--- config.mk ---
export PLATFORM = sky130hd
export DESIGN_NAME = wpsu_ctrl
export DESIGN_NICKNAME = d
export VERILOG_FILES = /design/src/rtl/wpsu_pkg.sv /design/src/rtl/wpsu_ctrl.sv
export SDC_FILE = /design/constraint.sdc
export NUM_CORES = 1
export LEC_CHECK = 0
export BUFFER_PORTS_ARGS = -buffer_cell sky130_fd_sc_hd__buf_2
export CAP_MARGIN = 20
export CORE_MARGIN = 5
export CORE_UTILIZATION = 47
export DETAILED_ROUTE_END_ITERATION = 6
export PLACE_DENSITY_LB_ADDON = 0.15
export SYNTH_ARGS = -nofsm -noshare
export SYNTH_HDL_FRONTEND = slang
export SYNTH_SLANG_ARGS = --single-unit
--- constraint.sdc ---
create_clock -name clk -period 3.2 [get_ports clk]
set_input_delay 0.32 -clock clk [delete_from_list [all_inputs] [get_ports clk]]
set_output_delay 0.32 -clock clk [all_outputs]
set_load 0.005 [all_outputs]
--- src/rtl/wpsu_pkg.sv ---
// shared types and constants for the widest path search unit
`timescale 1ns / 1ps

package wpsu_pkg;

	localparam int VTX_W = 9;
	localparam int BW_W = 32;
	localparam int ACT_W = 2;

	// vertex numbers are VTX_W bits wide, enough to name vertices 1 to MAX_VERTICES
	localparam int MAX_VERTICES = 256;

	localparam logic [VTX_W-1:0] VCOUNT_RESET = 9'd256;
	localparam logic [BW_W-1:0] WIDTH_INF = '1;

	typedef enum logic [ACT_W-1:0] {
		ACT_CLEAR = 2'd0,
		ACT_ADD   = 2'd1,
		ACT_QUERY = 2'd2
	} action_t;

	typedef enum logic [1:0] {
		MARK_UNSEEN = 2'd0,
		MARK_FRINGE = 2'd1,
		MARK_TREE   = 2'd2
	} mark_t;

	typedef enum logic [1:0] {
		RES_NONE  = 2'd0,
		RES_SELF  = 2'd1,
		RES_FOUND = 2'd2
	} res_kind_t;

	typedef struct packed {
		logic [VTX_W-1:0] tail;
		logic [VTX_W-1:0] head;
		logic [BW_W-1:0]  bw;
	} arc_t;

	typedef struct packed {
		mark_t           mark;
		logic [BW_W-1:0] width;
	} vent_t;

	typedef struct packed {
		logic      clear_graph;
		logic      add_arc;
		logic      q_load;
		logic      clr_step;
		logic      seed;
		logic      arc_read;
		logic      arc_next;
		logic      vtx_read;
		logic      vtx_update;
		logic      sel_start;
		logic      pick;
		logic      out_load;
		res_kind_t res_kind;
	} dp_cmd_t;

	typedef struct packed {
		logic query_ok;
		logic same_vertex;
		logic clr_last;
		logic arc_none;
		logic arc_last;
		logic arc_hit;
		logic sel_busy;
		logic found;
		logic pick_is_dst;
	} dp_stat_t;

endpackage

--- src/rtl/wpsu_ctrl.sv ---
// controller: sequences clear, relaxation and fringe scan for each query that needs a search
`timescale 1ns / 1ps

module wpsu_ctrl (
	input  logic                       clk,
	input  logic                       arst_n,
	input  logic                       in_valid,
	output logic                       in_stall,
	input  logic [wpsu_pkg::ACT_W-1:0] action,
	output logic                       out_valid,
	input  logic                       out_stall,
	output wpsu_pkg::dp_cmd_t          cmd,
	input  wpsu_pkg::dp_stat_t         stat
);
	import wpsu_pkg::*;

	typedef enum logic [3:0] {
		ST_IDLE, ST_CHECK, ST_CLEAR, ST_SEED, ST_ARC_RD, ST_ARC_CHK,
		ST_VTX_UPD, ST_SEL_START, ST_SEL_RUN, ST_PICK, ST_FINISH
	} state_t;

	state_t    state_q, state_d;
	res_kind_t res_kind_q, res_kind_d;
	logic      out_valid_q;

	assign in_stall = (state_q != ST_IDLE);
	assign out_valid = out_valid_q;

	always_comb begin
		cmd = '0;
		cmd.res_kind = res_kind_q;
		state_d = state_q;
		res_kind_d = res_kind_q;
		unique case (state_q)
			ST_IDLE: begin
				if (in_valid) begin
					unique case (action)
						ACT_CLEAR: cmd.clear_graph = 1'b1;
						ACT_ADD:   cmd.add_arc = 1'b1;
						ACT_QUERY: begin
							cmd.q_load = 1'b1;
							state_d = ST_CHECK;
						end
						default: ;
					endcase
				end
			end
			ST_CHECK: begin
				if (!stat.query_ok) begin
					res_kind_d = RES_NONE;
					state_d = ST_FINISH;
				end else if (stat.same_vertex) begin
					res_kind_d = RES_SELF;
					state_d = ST_FINISH;
				end else begin
					state_d = ST_CLEAR;
				end
			end
			ST_CLEAR: begin
				cmd.clr_step = 1'b1;
				if (stat.clr_last) state_d = ST_SEED;
			end
			ST_SEED: begin
				cmd.seed = 1'b1;
				state_d = stat.arc_none ? ST_SEL_START : ST_ARC_RD;
			end
			ST_ARC_RD: begin
				cmd.arc_read = 1'b1;
				state_d = ST_ARC_CHK;
			end
			ST_ARC_CHK: begin
				if (stat.arc_hit) begin
					cmd.vtx_read = 1'b1;
					state_d = ST_VTX_UPD;
				end else begin
					cmd.arc_next = 1'b1;
					state_d = stat.arc_last ? ST_SEL_START : ST_ARC_RD;
				end
			end
			ST_VTX_UPD: begin
				cmd.vtx_update = 1'b1;
				cmd.arc_next = 1'b1;
				state_d = stat.arc_last ? ST_SEL_START : ST_ARC_RD;
			end
			ST_SEL_START: begin
				cmd.sel_start = 1'b1;
				state_d = ST_SEL_RUN;
			end
			ST_SEL_RUN: begin
				if (!stat.sel_busy) state_d = ST_PICK;
			end
			ST_PICK: begin
				cmd.pick = 1'b1;
				if (!stat.found) begin
					res_kind_d = RES_NONE;
					state_d = ST_FINISH;
				end else if (stat.pick_is_dst) begin
					res_kind_d = RES_FOUND;
					state_d = ST_FINISH;
				end else begin
					state_d = stat.arc_none ? ST_SEL_START : ST_ARC_RD;
				end
			end
			ST_FINISH: begin
				if (!out_valid_q || !out_stall) begin
					cmd.out_load = 1'b1;
					state_d = ST_IDLE;
				end
			end
			default: state_d = ST_IDLE;
		endcase
	end

	always_ff @(posedge clk or negedge arst_n) begin
		if (!arst_n) begin
			state_q <= ST_IDLE;
			res_kind_q <= RES_NONE;
			out_valid_q <= 1'b0;
		end else begin
			state_q <= state_d;
			res_kind_q <= res_kind_d;
			if (cmd.out_load) out_valid_q <= 1'b1;
			else if (!out_stall) out_valid_q <= 1'b0;
		end
	end

endmodule

==> results.toml, run 1 <==
[worst_setup_path]
critPathMaxFanout = 15
ff2ff_setup_slack_ps = 1510
path_class = "reg -> out"
regToRegStartpoint = "state_q[0]$_DFFE_PN0P_"
end_kind = "primary output"
critical_path.startpoint_type = "register"
worst_path_max_delay_cell = "sky130_fd_sc_hd__dfrtp_1"
worst-endpoint-arrival_ps = 1780
critical_path_required_ps = 2880
cp_slowest_stage_delay_ps = 550
path_cells = "nor4_2 -> inv_2 -> nor4b_1 -> buf_2"
source_of_the_critical_timing_path = "state_q[1]$_DFFE_PN0P_"

[placed_design]
port_buffers = 30
dp.final_hpwl_mm = 1.233
place_area_sq_um = 758.2
globalplace.congestion = 0.8173

[drt]
final_antenna_net_count = 0
drt_drc_violations_left = 0
dr.pass1.iters = 3
routedLengthMet1_microns = 740
post_drt_via_cell_ratio = 5.333
dr.max_layer_used = "met3"
routedWlPerCell_microns = 12.93
num_vias = 656
routed-wl-met3_microns = 90
detailroute.wirelength.met2_microns = 760
wirelength_mm = 1.591
drt_first_iter_violations = 6

[sta]
timing.fmax_ghz = 0.4759
setup_viol = 0
relSlewSlack_pct = 66.54
fin_crit_sh_pct = 65.67
min_period_ps = 2101
grt_setup_unrepaired = "false"
report.final.slew_viol_count = 0
hold_violations = 0
worst_clock_skew_ps = 0.5330
worst-slew-pin-transition_ps = 501.9
summed_negative_setup_slack_over_all_endpoints_ps = 0

[outcome]
status = "complete, no violations"

[cts]
cts_resized = 0
cts_setup_buffers = 0
max-clock-path-buffers = 2
clock_tree.root_cell = "sky130_fd_sc_hd__clkbuf_4"
tritoncts_num_sinks = 7
worst_skew_pair.late_latency_ps = 250
cts.htree.levels = 1
cts_hold_buf = 1
tritoncts = "yes"
tritoncts.num_buffers = 3
clkSlewWorstSetupHoldPaths_ps = 50

[die]
io_pins = 31
fp.coreArea_sq_um = 1269
die_x_microns = 46.08
die_area_sq_um = 2123
initial_utilization_pct = 48.22
std_cell_rows = 13
y_dimension_of_the_die_microns = 46.08

[synth]
synth.top_cells.by_area = "sky130_fd_sc_hd__dfrtp_1 (29%), sky130_fd_sc_hd__nor2b_1 (5.1%), sky130_fd_sc_hd__nand2_1 (4.3%), sky130_fd_sc_hd__nor2_1 (3.7%), sky130_fd_sc_hd__nand3_1 (3.3%)"
synth_enable_flop_cells = 0
synth_cells = 77
sequential_element_share_of_the_synthesized_area_pct = 28.63
cell_area_after_technology_mapping_sq_um = 611.8
syn_avg_cell_area_sq_um = 7.946
synth_largest_type_area_fraction_pct = 28.63
yosysTopAreaCell = "sky130_fd_sc_hd__dfrtp_1"
yosysWarnings = 0
yosys_most_used_dff = "sky130_fd_sc_hd__dfrtp_1"
ys_types = 39
synth-async-reset-ratio_pct = 100.0
synth.net_count = 92
synth_seq_cells = 7

[hold_path]
hold_path.startpoint = "out_stall"
class_of_the_tightest_hold_or_removal_check = "in -> reg"

[power]
p_total_w = 0.0006466
p_leak_nw = 0.3867
cellPowerDensity_nw_per_um2 = 813.8
vdd_drop_max_mv = 0.3413

[job]
max_cap_viol_count = 0

[cells_and_area]
design_area_sq_um = 794.5
num_antenna_cells = 0
share_of_layout_cells_above_drive_strength_1_pct = 37.96
nNetsFinal = 124
post-route-util_pct = 62.62
area_delta_synth_final_pct = 29.86

[global_route]
gr-usage-all-layers_pct = 17.04
grt_pass1_vias = 614
antenna_found_initial = 0
grt_overflow_total = 0
grt_first_pass_wirelength_mm = 2.642
largest_net_degree_at_the_start_of_global_routing = 17
cell usage in the layout (no fill, tap or decap), drive strengths merged, types with 3 or more instances in the layout:
cell type,n
inv,5
clkbuf,4
nor2,6
nor2b,6
buf,30
nand3,4
nor3,3
dfrtp,7
o21ai,4
a31oi,3
nand2,7
nand2b,3
o22ai,3
stage by stage:
stage	worst slack, ps	instances	hold WS [ps]
final	1099	123	306.0
after floorplan	1650	77	24.41
after CTS	1096	123	298.3
after global routing	875.6	123	298.7
after detailed placement	1377	118	158.8
after global placement	1506	118	158.1
synthesized netlist by cell type (all sizes together) (3+ instances only):
cell type / number
dfrtp: 7
nand2: 7
nor2: 6
nor2b: 6
inv: 5
buf: 4
nand3: 4
o21ai: 4
a31oi: 3
nand2b: 3
nor3: 3
o22ai: 3
final cells by class:
class | count | area, sq um
fillers | 133 | 474.2
flip-flops and latches | 7 | 175.2
inverters | 5 | 18.77
multi-input cells | 61 | 395.4
repair buffers | 31 | 160.2
clock buffers | 4 | 26.28
well taps | 15 | 18.77
layer usage:
layer | global-route usage [%] | vias to the layer above
met5 | 0 | -
met4 | 2.841 | 0
met3 | 6.250 | 0
met2 | 28.85 | 20
met1 | 20.76 | 290
li1 | - | 346
registers in the layout, indices dropped and copies added, names as in the netlist:
register / flops
res_kind_q: 2
out_valid: 1
state_q: 4
worst paths after layout:
check | end | cells past startpoint
setup reg to reg | res_kind_q[0]$_DFFE_PN0P_ | 4
hold reg to reg | out_valid$_DFFE_PN0P_ | 2
max in group asynchronous | res_kind_q[0]$_DFFE_PN0P_ | 2
hold / removal | out_valid$_DFFE_PN0P_ | 3
min in group asynchronous | state_q[1]$_DFFE_PN0P_ | 2
setup / recovery | cmd[13] | 4
worst max-delay path, delay by kind of cell, from the launching register on:
family	cells	cell delay (ps)
buf+inv	2	260
simple gates	2	720
flops	1	550
kinds of logic (layout without fill, tap and decap cells):
| group | after synthesis | after routing | share of synthesized area (%) |
|---|---|---|---|
| compound gates | 18 | 18 | 20.66 |
| buf+inv | 9 | 40 | 6.747 |
| mux | 1 | 1 | 1.840 |
| flops | 7 | 7 | 28.63 |
| simple gates | 42 | 42 | 42.13 |
where the power goes:
| part | internal [W] | leakage [nW] | switching, W |
|---|---|---|---|
| Sequential | 0.000126 | 0.0897 | 0.000105 |
| Clock | 0.0000476 | 0.0150 | 0.0000325 |
| Combinational | 0.000173 | 0.282 | 0.000162 |
| Total | 0.000347 | 0.387 | 0.000300 |
No activity file was read; power rests on OpenSTA's default activity.
==> run 2: changes to the inputs <==
CORE_UTILIZATION = 39   (was 47)
clock period = 1.8 ns   (was 3.2 ns; I/O delays follow)
==> run 2 against run 1 <==
Compared with the run above:
- first-iteration DRC count rose by 33%
- largest power group unchanged
- via count rose by 9.1%
- combinational power rose by 140%
- non-clock buffer count rose by 6
- critical path type unchanged
- worst setup slack got worse by 930 ps
- clock power rose by 79%
- global-route usage fell by 3.2 points
- sequential power rose by 56%
- final cell count rose by 5.7%
- critical endpoint unchanged
==> results.toml, run 2 (synthesis results as in run 1) <==
[outcome]
status = "complete, no violations"

[power]
internal_power_w = 0.0007212
sw_frac_of_total_pct = 44.27
p_switching_w = 0.0005729
vdd_drop_max_mv = 0.7287
share_of_total_power_in_sequential_cells_pct = 27.9
p_leak_nw = 0.4173
cellPowerDensity_nw_per_um2 = 1495
clock_power_share_pct = 11.0
portion_of_total_power_attributed_to_combinational_logic_pct = 61.0

[drt]
routedWlPerCell_microns = 12.88
num_vias = 716
final_antenna_net_count = 0
drt_first_iter_violations = 8
dr.pass1.iters = 4
post_drt_via_cell_ratio = 5.508
drt_drc_violations_left = 0
wirelength_mm = 1.674

[worst_setup_path]
timing.reg2reg.worst_path_depth = 4
path_cells = "nor4_4 -> inv_2 -> nor4b_2 -> buf_2"
critical_path_required_ps = 1620
critical_path.startpoint_type = "register"
critPathMaxFanout = 8
regToRegStartpoint = "state_q[3]$_DFFE_PN0P_"
worst-path-buf-inv = 2
end_kind = "primary output"
worst-endpoint-arrival_ps = 1450
worstReg2RegEnd = "state_q[3]$_DFFE_PN0P_"
critical_path.top_delay_family = "simple AND/OR/NAND/NOR gates"
path_class = "reg -> out"
worst_path_max_delay_cell = "sky130_fd_sc_hd__dfrtp_2"
cp_slowest_stage_delay_ps = 460
ff2ff_setup_slack_ps = 310

[global_route]
antenna_found_initial = 0
grt_overflow_total = 0
grt_pass1_vias = 644
gr-usage-all-layers_pct = 13.83
grt_first_pass_wirelength_mm = 2.718
largest_net_degree_at_the_start_of_global_routing = 16

[cts]
cts.htree.levels = 1
max-clock-path-buffers = 2
clkSlewWorstSetupHoldPaths_ps = 50
tritoncts = "yes"
clock_tree.root_cell = "sky130_fd_sc_hd__clkbuf_4"
worst_skew_pair.late_latency_ps = 250
tritoncts_num_sinks = 7
tritoncts.num_buffers = 3

[die]
die_x_microns = 49.61
die_area_sq_um = 2461
y_dimension_of_the_die_microns = 49.61
initial_utilization_pct = 41.09
std_cell_rows = 14
fp.coreArea_sq_um = 1489
io_pins = 31

[cells_and_area]
area_delta_synth_final_pct = 41.51
multiInputGateArea_sq_um = 415.4
final.fill_count = 151
layout.area.seq_sq_um = 180.2
share_of_layout_cells_above_drive_strength_1_pct = 45.61
nNetsFinal = 130
layout_commonest_cell = "sky130_fd_sc_hd__buf_2"
layout_common_cells = "sky130_fd_sc_hd__buf_2 (30), sky130_fd_sc_hd__nand2_1 (7), sky130_fd_sc_hd__nor2_1 (6), sky130_fd_sc_hd__buf_4 (6), sky130_fd_sc_hd__nor2b_1 (5)"
max_reg_flops = 4
num_antenna_cells = 0
top_register = "state_q"

[job]
max_cap_viol_count = 0

[sta]
hold_violations = 0
summed_negative_setup_slack_over_all_endpoints_ps = 0
relSlewSlack_pct = 79.93
min_period_ps = 1627
worst-slew-pin-transition_ps = 300.4
setup_viol = 0
timing.fmax_ghz = 0.6147
min_hold_slack_ps = 164.0
fin_ws_ps = 173.1
worst_clock_skew_ps = 3.051
grt_setup_unrepaired = "false"
report.final.slew_viol_count = 0
fin_crit_sh_pct = 90.38

[hold_path]
hold_path.startpoint = "stat[8]"
class_of_the_tightest_hold_or_removal_check = "in -> reg"
holdPathEnd = "res_kind_q[0]$_DFFE_PN0P_"
worst_hold_path.num_cells = 3

[placed_design]
place_ws_ps = 226.9
port_buffers = 30
globalplace.congestion = 0.7873
dp.final_hpwl_mm = 1.326
[run 2: through the flow]
stage / cells / total power [W] / util (%) / instance area [sq um]
after floorplan: 77 / 0.0008254 / - / 611.8
after global placement: 123 / 0.001074 / 53.03 / 789.5
after detailed placement: 123 / 0.001074 / 53.03 / 789.5
after CTS: 128 / 0.001245 / 56.05 / 834.6
after global routing: 130 / 0.001409 / 58.15 / 865.8
final: 130 / 0.001294 / 58.15 / 865.8
[run 2: worst max path at each step]
stage	startpoint	endpoint	depth (start not counted)	slack, ps
after floorplan	state_q[0]$_DFFE_PN0P_	cmd[13]	4	390
after global placement	state_q[3]$_DFFE_PN0P_	state_q[3]$_DFFE_PN0P_	3	260
after detailed placement	state_q[1]$_DFFE_PN0P_	res_kind_q[0]$_DFFE_PN0P_	4	230
after CTS	state_q[1]$_DFFE_PN0P_	cmd[13]	4	30
after global routing	state_q[0]$_DFFE_PN0P_	cmd[13]	4	60
final	state_q[0]$_DFFE_PN0P_	cmd[13]	4	170
[run 2: area by class of cell]
| class | instances | area share (%) |
|---|---|---|
| multi-input cells | 61 | 47.98 |
| repair buffers | 37 | 23.70 |
| flip-flops and latches | 7 | 20.81 |
| clock buffers | 4 | 3.035 |
| well taps | 16 | 2.312 |
| inverters | 5 | 2.168 |
[run 2: per-layer routing]
metal / global-route usage, % / up-vias / share of wire [%] / routed length [microns]
met4: 7.860 / 0 / 2.3 / 38
met5: 0 / - / 0 / 0
met2: 21.82 / 31 / 44 / 744
met3: 3.012 / 4 / 9.0 / 151
met1: 17.06 / 319 / 44 / 741
li1: - / 362 / - / -
[run 2: power by group through the flow]
stage                     logic [W]  clock network [W]  registers [W]
final                      0.000790           0.000143       0.000361
after global placement     0.000701                  0       0.000373
after detailed placement   0.000703                  0       0.000371
after CTS                  0.000712           0.000148       0.000385
after global routing       0.000874           0.000158       0.000377
after floorplan            0.000539                  0       0.000286
[run 2: repair_timing]
action	4_1_cts	5_1_grt
endpoints found under the setup margin	1	2
pin swaps	0	1
resized for setup	1	6
hold endpoints to repair	7	0
setup buffers	0	2
hold buffers	1	0
[run 2: tightest hold or removal path: cells and delay by family]
family,cells,cell delay (ps)
buffers and inverters,2,140
AOI/OAI and AO/OA,1,60
==> run 3: changes to the inputs <==
ABC_AREA = 1   (was unset)
==> run 3 against run 2 <==
Compared with the run above:
- sequential cell count stayed put
- sequential share of layout area increased by 0.96 points
- final cell count increased by 18%
- clock power down 3%
- final area down 7.1%
- via count increased by 1.7%
- critical path depth increased by 2
- non-clock buffer count down 6
- maximum frequency is 5.4% higher
- sequential power fell by 23%
- hold slack got worse by 5.6 ps
==> results.toml, run 3 <==
[sta]
timing.fmax_ghz = 0.6476
report.final.slew_viol_count = 0
hold_violations = 0
summed_negative_setup_slack_over_all_endpoints_ps = 0
setup_viol = 0
relSlewSlack_pct = 84.66
grt_setup_unrepaired = "false"
min_period_ps = 1544
worst-slew-pin-transition_ps = 228.6
worst_clock_skew_ps = 5.174
fin_crit_sh_pct = 85.79
min_hold_slack_ps = 158.4

[job]
max_cap_viol_count = 0

[synth]
cell_area_after_technology_mapping_sq_um = 596.8
synth-async-reset-ratio_pct = 100.0
syn_avg_cell_area_sq_um = 5.851
ys_types = 16
synth_largest_type_area_fraction_pct = 29.35
yosysWarnings = 0
yosysTopAreaCell = "sky130_fd_sc_hd__dfrtp_1"
synth_seq_cells = 7
sequential_element_share_of_the_synthesized_area_pct = 29.35
synth.top_cells.by_count = "sky130_fd_sc_hd__nand2_1 (26), sky130_fd_sc_hd__nor2_1 (21), sky130_fd_sc_hd__inv_1 (18), sky130_fd_sc_hd__nand3_1 (11), sky130_fd_sc_hd__dfrtp_1 (7)"
synth.net_count = 117
synth.top_cells.by_area = "sky130_fd_sc_hd__dfrtp_1 (29%), sky130_fd_sc_hd__nand2_1 (16%), sky130_fd_sc_hd__nor2_1 (13%), sky130_fd_sc_hd__inv_1 (11%), sky130_fd_sc_hd__nand3_1 (9.2%)"
synthMostInstantiatedCell = "sky130_fd_sc_hd__nand2_1"
synth_cells = 102
synth_enable_flop_cells = 0
yosys_most_used_dff = "sky130_fd_sc_hd__dfrtp_1"

[cts]
max-clock-path-buffers = 2
cts_resized = 0
cts_setup_buffers = 0
clock_tree.root_cell = "sky130_fd_sc_hd__clkbuf_4"
worst_skew_pair.late_latency_ps = 250
tritoncts_num_sinks = 7
tritoncts.num_buffers = 3
cts_hold_buf = 1
cts.htree.levels = 1
clkSlewWorstSetupHoldPaths_ps = 60
tritoncts = "yes"

[cells_and_area]
nNetsFinal = 153
layout.area.seq_sq_um = 175.2
area_delta_synth_final_pct = 34.80
num_antenna_cells = 0
final.fill_count = 170
layout_common_cells = "sky130_fd_sc_hd__buf_2 (30), sky130_fd_sc_hd__nand2_1 (26), sky130_fd_sc_hd__nor2_1 (21)"
top_register = "state_q"
post-route-util_pct = 54.68
multiInputGateArea_sq_um = 350.3
share_of_layout_cells_above_drive_strength_1_pct = 32.12
layout_commonest_cell = "sky130_fd_sc_hd__buf_2"
max_reg_flops = 4

[placed_design]
globalplace.congestion = 0.9139
port_buffers = 30
dp.final_hpwl_mm = 1.354

[die]
y_dimension_of_the_die_microns = 49.12
io_pins = 31
std_cell_rows = 14
initial_utilization_pct = 40.56
die_x_microns = 49.12
die_area_sq_um = 2413
fp.coreArea_sq_um = 1471

[worst_setup_path]
critPathMaxFanout = 6
crit_path_frequent_cell = "sky130_fd_sc_hd__inv_1"
worst-endpoint-arrival_ps = 1360
path_cells = "inv_1 -> nand2_1 -> nor2_1 -> inv_1 -> o22ai_1 -> buf_2"
end_kind = "primary output"
worst-path-buf-inv = 3
critical_path_required_ps = 1620
source_of_the_critical_timing_path = "state_q[3]$_DFFE_PN0P_"
worst-path-stages = 6
critical_path.startpoint_type = "register"
cp_slowest_stage_delay_ps = 410
timing.reg2reg.worst_path_depth = 7
regToRegStartpoint = "state_q[3]$_DFFE_PN0P_"
path_class = "reg -> out"
critical_path.top_delay_family = "flip-flops"
worst_path_max_delay_cell = "sky130_fd_sc_hd__dfrtp_1"

[drt]
dr.pass1.iters = 4
routedWlPerCell_microns = 10.00
drt_first_iter_violations = 22
final_antenna_net_count = 0
num_vias = 728
drt_drc_violations_left = 0
wirelength_mm = 1.530
post_drt_via_cell_ratio = 4.758

[power]
share_of_total_power_in_sequential_cells_pct = 26.2
p_total_w = 0.001059
internal_power_w = 0.0005427
portion_of_total_power_attributed_to_combinational_logic_pct = 60.7
cellPowerDensity_nw_per_um2 = 1316
vdd_drop_max_mv = 0.8756
p_switching_w = 0.0005160
sw_frac_of_total_pct = 48.74
clock_power_share_pct = 13.1
p_leak_nw = 0.5175

[hold_path]
worst_hold_path.num_cells = 3
class_of_the_tightest_hold_or_removal_check = "in -> reg"
hold_path.startpoint = "out_stall"

[global_route]
largest_net_degree_at_the_start_of_global_routing = 8
grt_first_pass_wirelength_mm = 2.753
grt_pass1_vias = 678
antenna_found_initial = 0
gr-usage-all-layers_pct = 13.94
grt_overflow_total = 0

[outcome]
status = "complete, no violations"
## run 3: changes by cell type in the layout (fill, tap and decap cells not counted), moves of 3 or more
cell                      delta
sky130_fd_sc_hd__nor2_1     +15
sky130_fd_sc_hd__nand2_2     +5
sky130_fd_sc_hd__nand2_1    +19
sky130_fd_sc_hd__buf_4       -6
sky130_fd_sc_hd__inv_1      +14
sky130_fd_sc_hd__a31oi_1     -3
sky130_fd_sc_hd__dfrtp_2     -4
sky130_fd_sc_hd__nand3_1     +7
sky130_fd_sc_hd__dfrtp_1     +4
sky130_fd_sc_hd__nor2b_1     -5
## run 3: final timing paths
path / to / slack (ps)
min reg2reg: out_valid$_DFFE_PN0P_ / 500
max in group asynchronous: res_kind_q[1]$_DFFE_PN0P_ / 1350
min in group asynchronous: out_valid$_DFFE_PN0P_ / 290
min: out_valid$_DFFE_PN0P_ / 160
max: cmd[7] / 260
max reg2reg: state_q[0]$_DFFE_PN0P_ / 530
## run 3: layout make-up
cell class / instances / area share, %
Tap cell: 16 / 2.488
Clock buffer: 3 / 2.799
Multi-Input combinational cell: 76 / 43.55
Sequential cell: 7 / 21.77
Clock inverter: 1 / 0.6221
Inverter: 19 / 8.865
Timing Repair Buffer: 31 / 19.91
## run 3: power by group through the flow
stage / combinational (W) / sequential [W] / clock (W)
final: 0.000643 / 0.000278 / 0.000139
after floorplan: 0.000450 / 0.000272 / 0
after global placement: 0.000641 / 0.000277 / 0
after CTS: 0.000648 / 0.000278 / 0.000145
after detailed placement: 0.000644 / 0.000280 / 0
after global routing: 0.000745 / 0.000292 / 0.000161
## run 3: per-stage QoR
step / setup slack (ps) / instances / instance area [sq um]
5_1_grt: 6.568 / 153 / 804.5
3_5_place_dp: 544.7 / 148 / 767.0
6_report: 255.8 / 153 / 804.5
3_3_place_gp: 573.5 / 148 / 767.0
4_1_cts: 255.5 / 153 / 804.5
2_1_floorplan: 695.5 / 102 / 596.8
## run 3: worst min-delay path: stages
cell and delay, ps:
sky130_fd_sc_hd__buf_2 70, sky130_fd_sc_hd__nand2_1 60, sky130_fd_sc_hd__nand2_1 60
## run 3: metal layers
layer	track usage (%)	part of all wire, %
met1	17.04	42
met5	0	0
met2	23.82	50
met4	5.381	0.46
met3	2.446	8.1
## run 3: cell families after synthesis
group | after synthesis | synth area share, %
flops | 7 | 29.35
buf+inv | 19 | 11.95
simple gates | 68 | 50.52
compound gates | 8 | 8.177
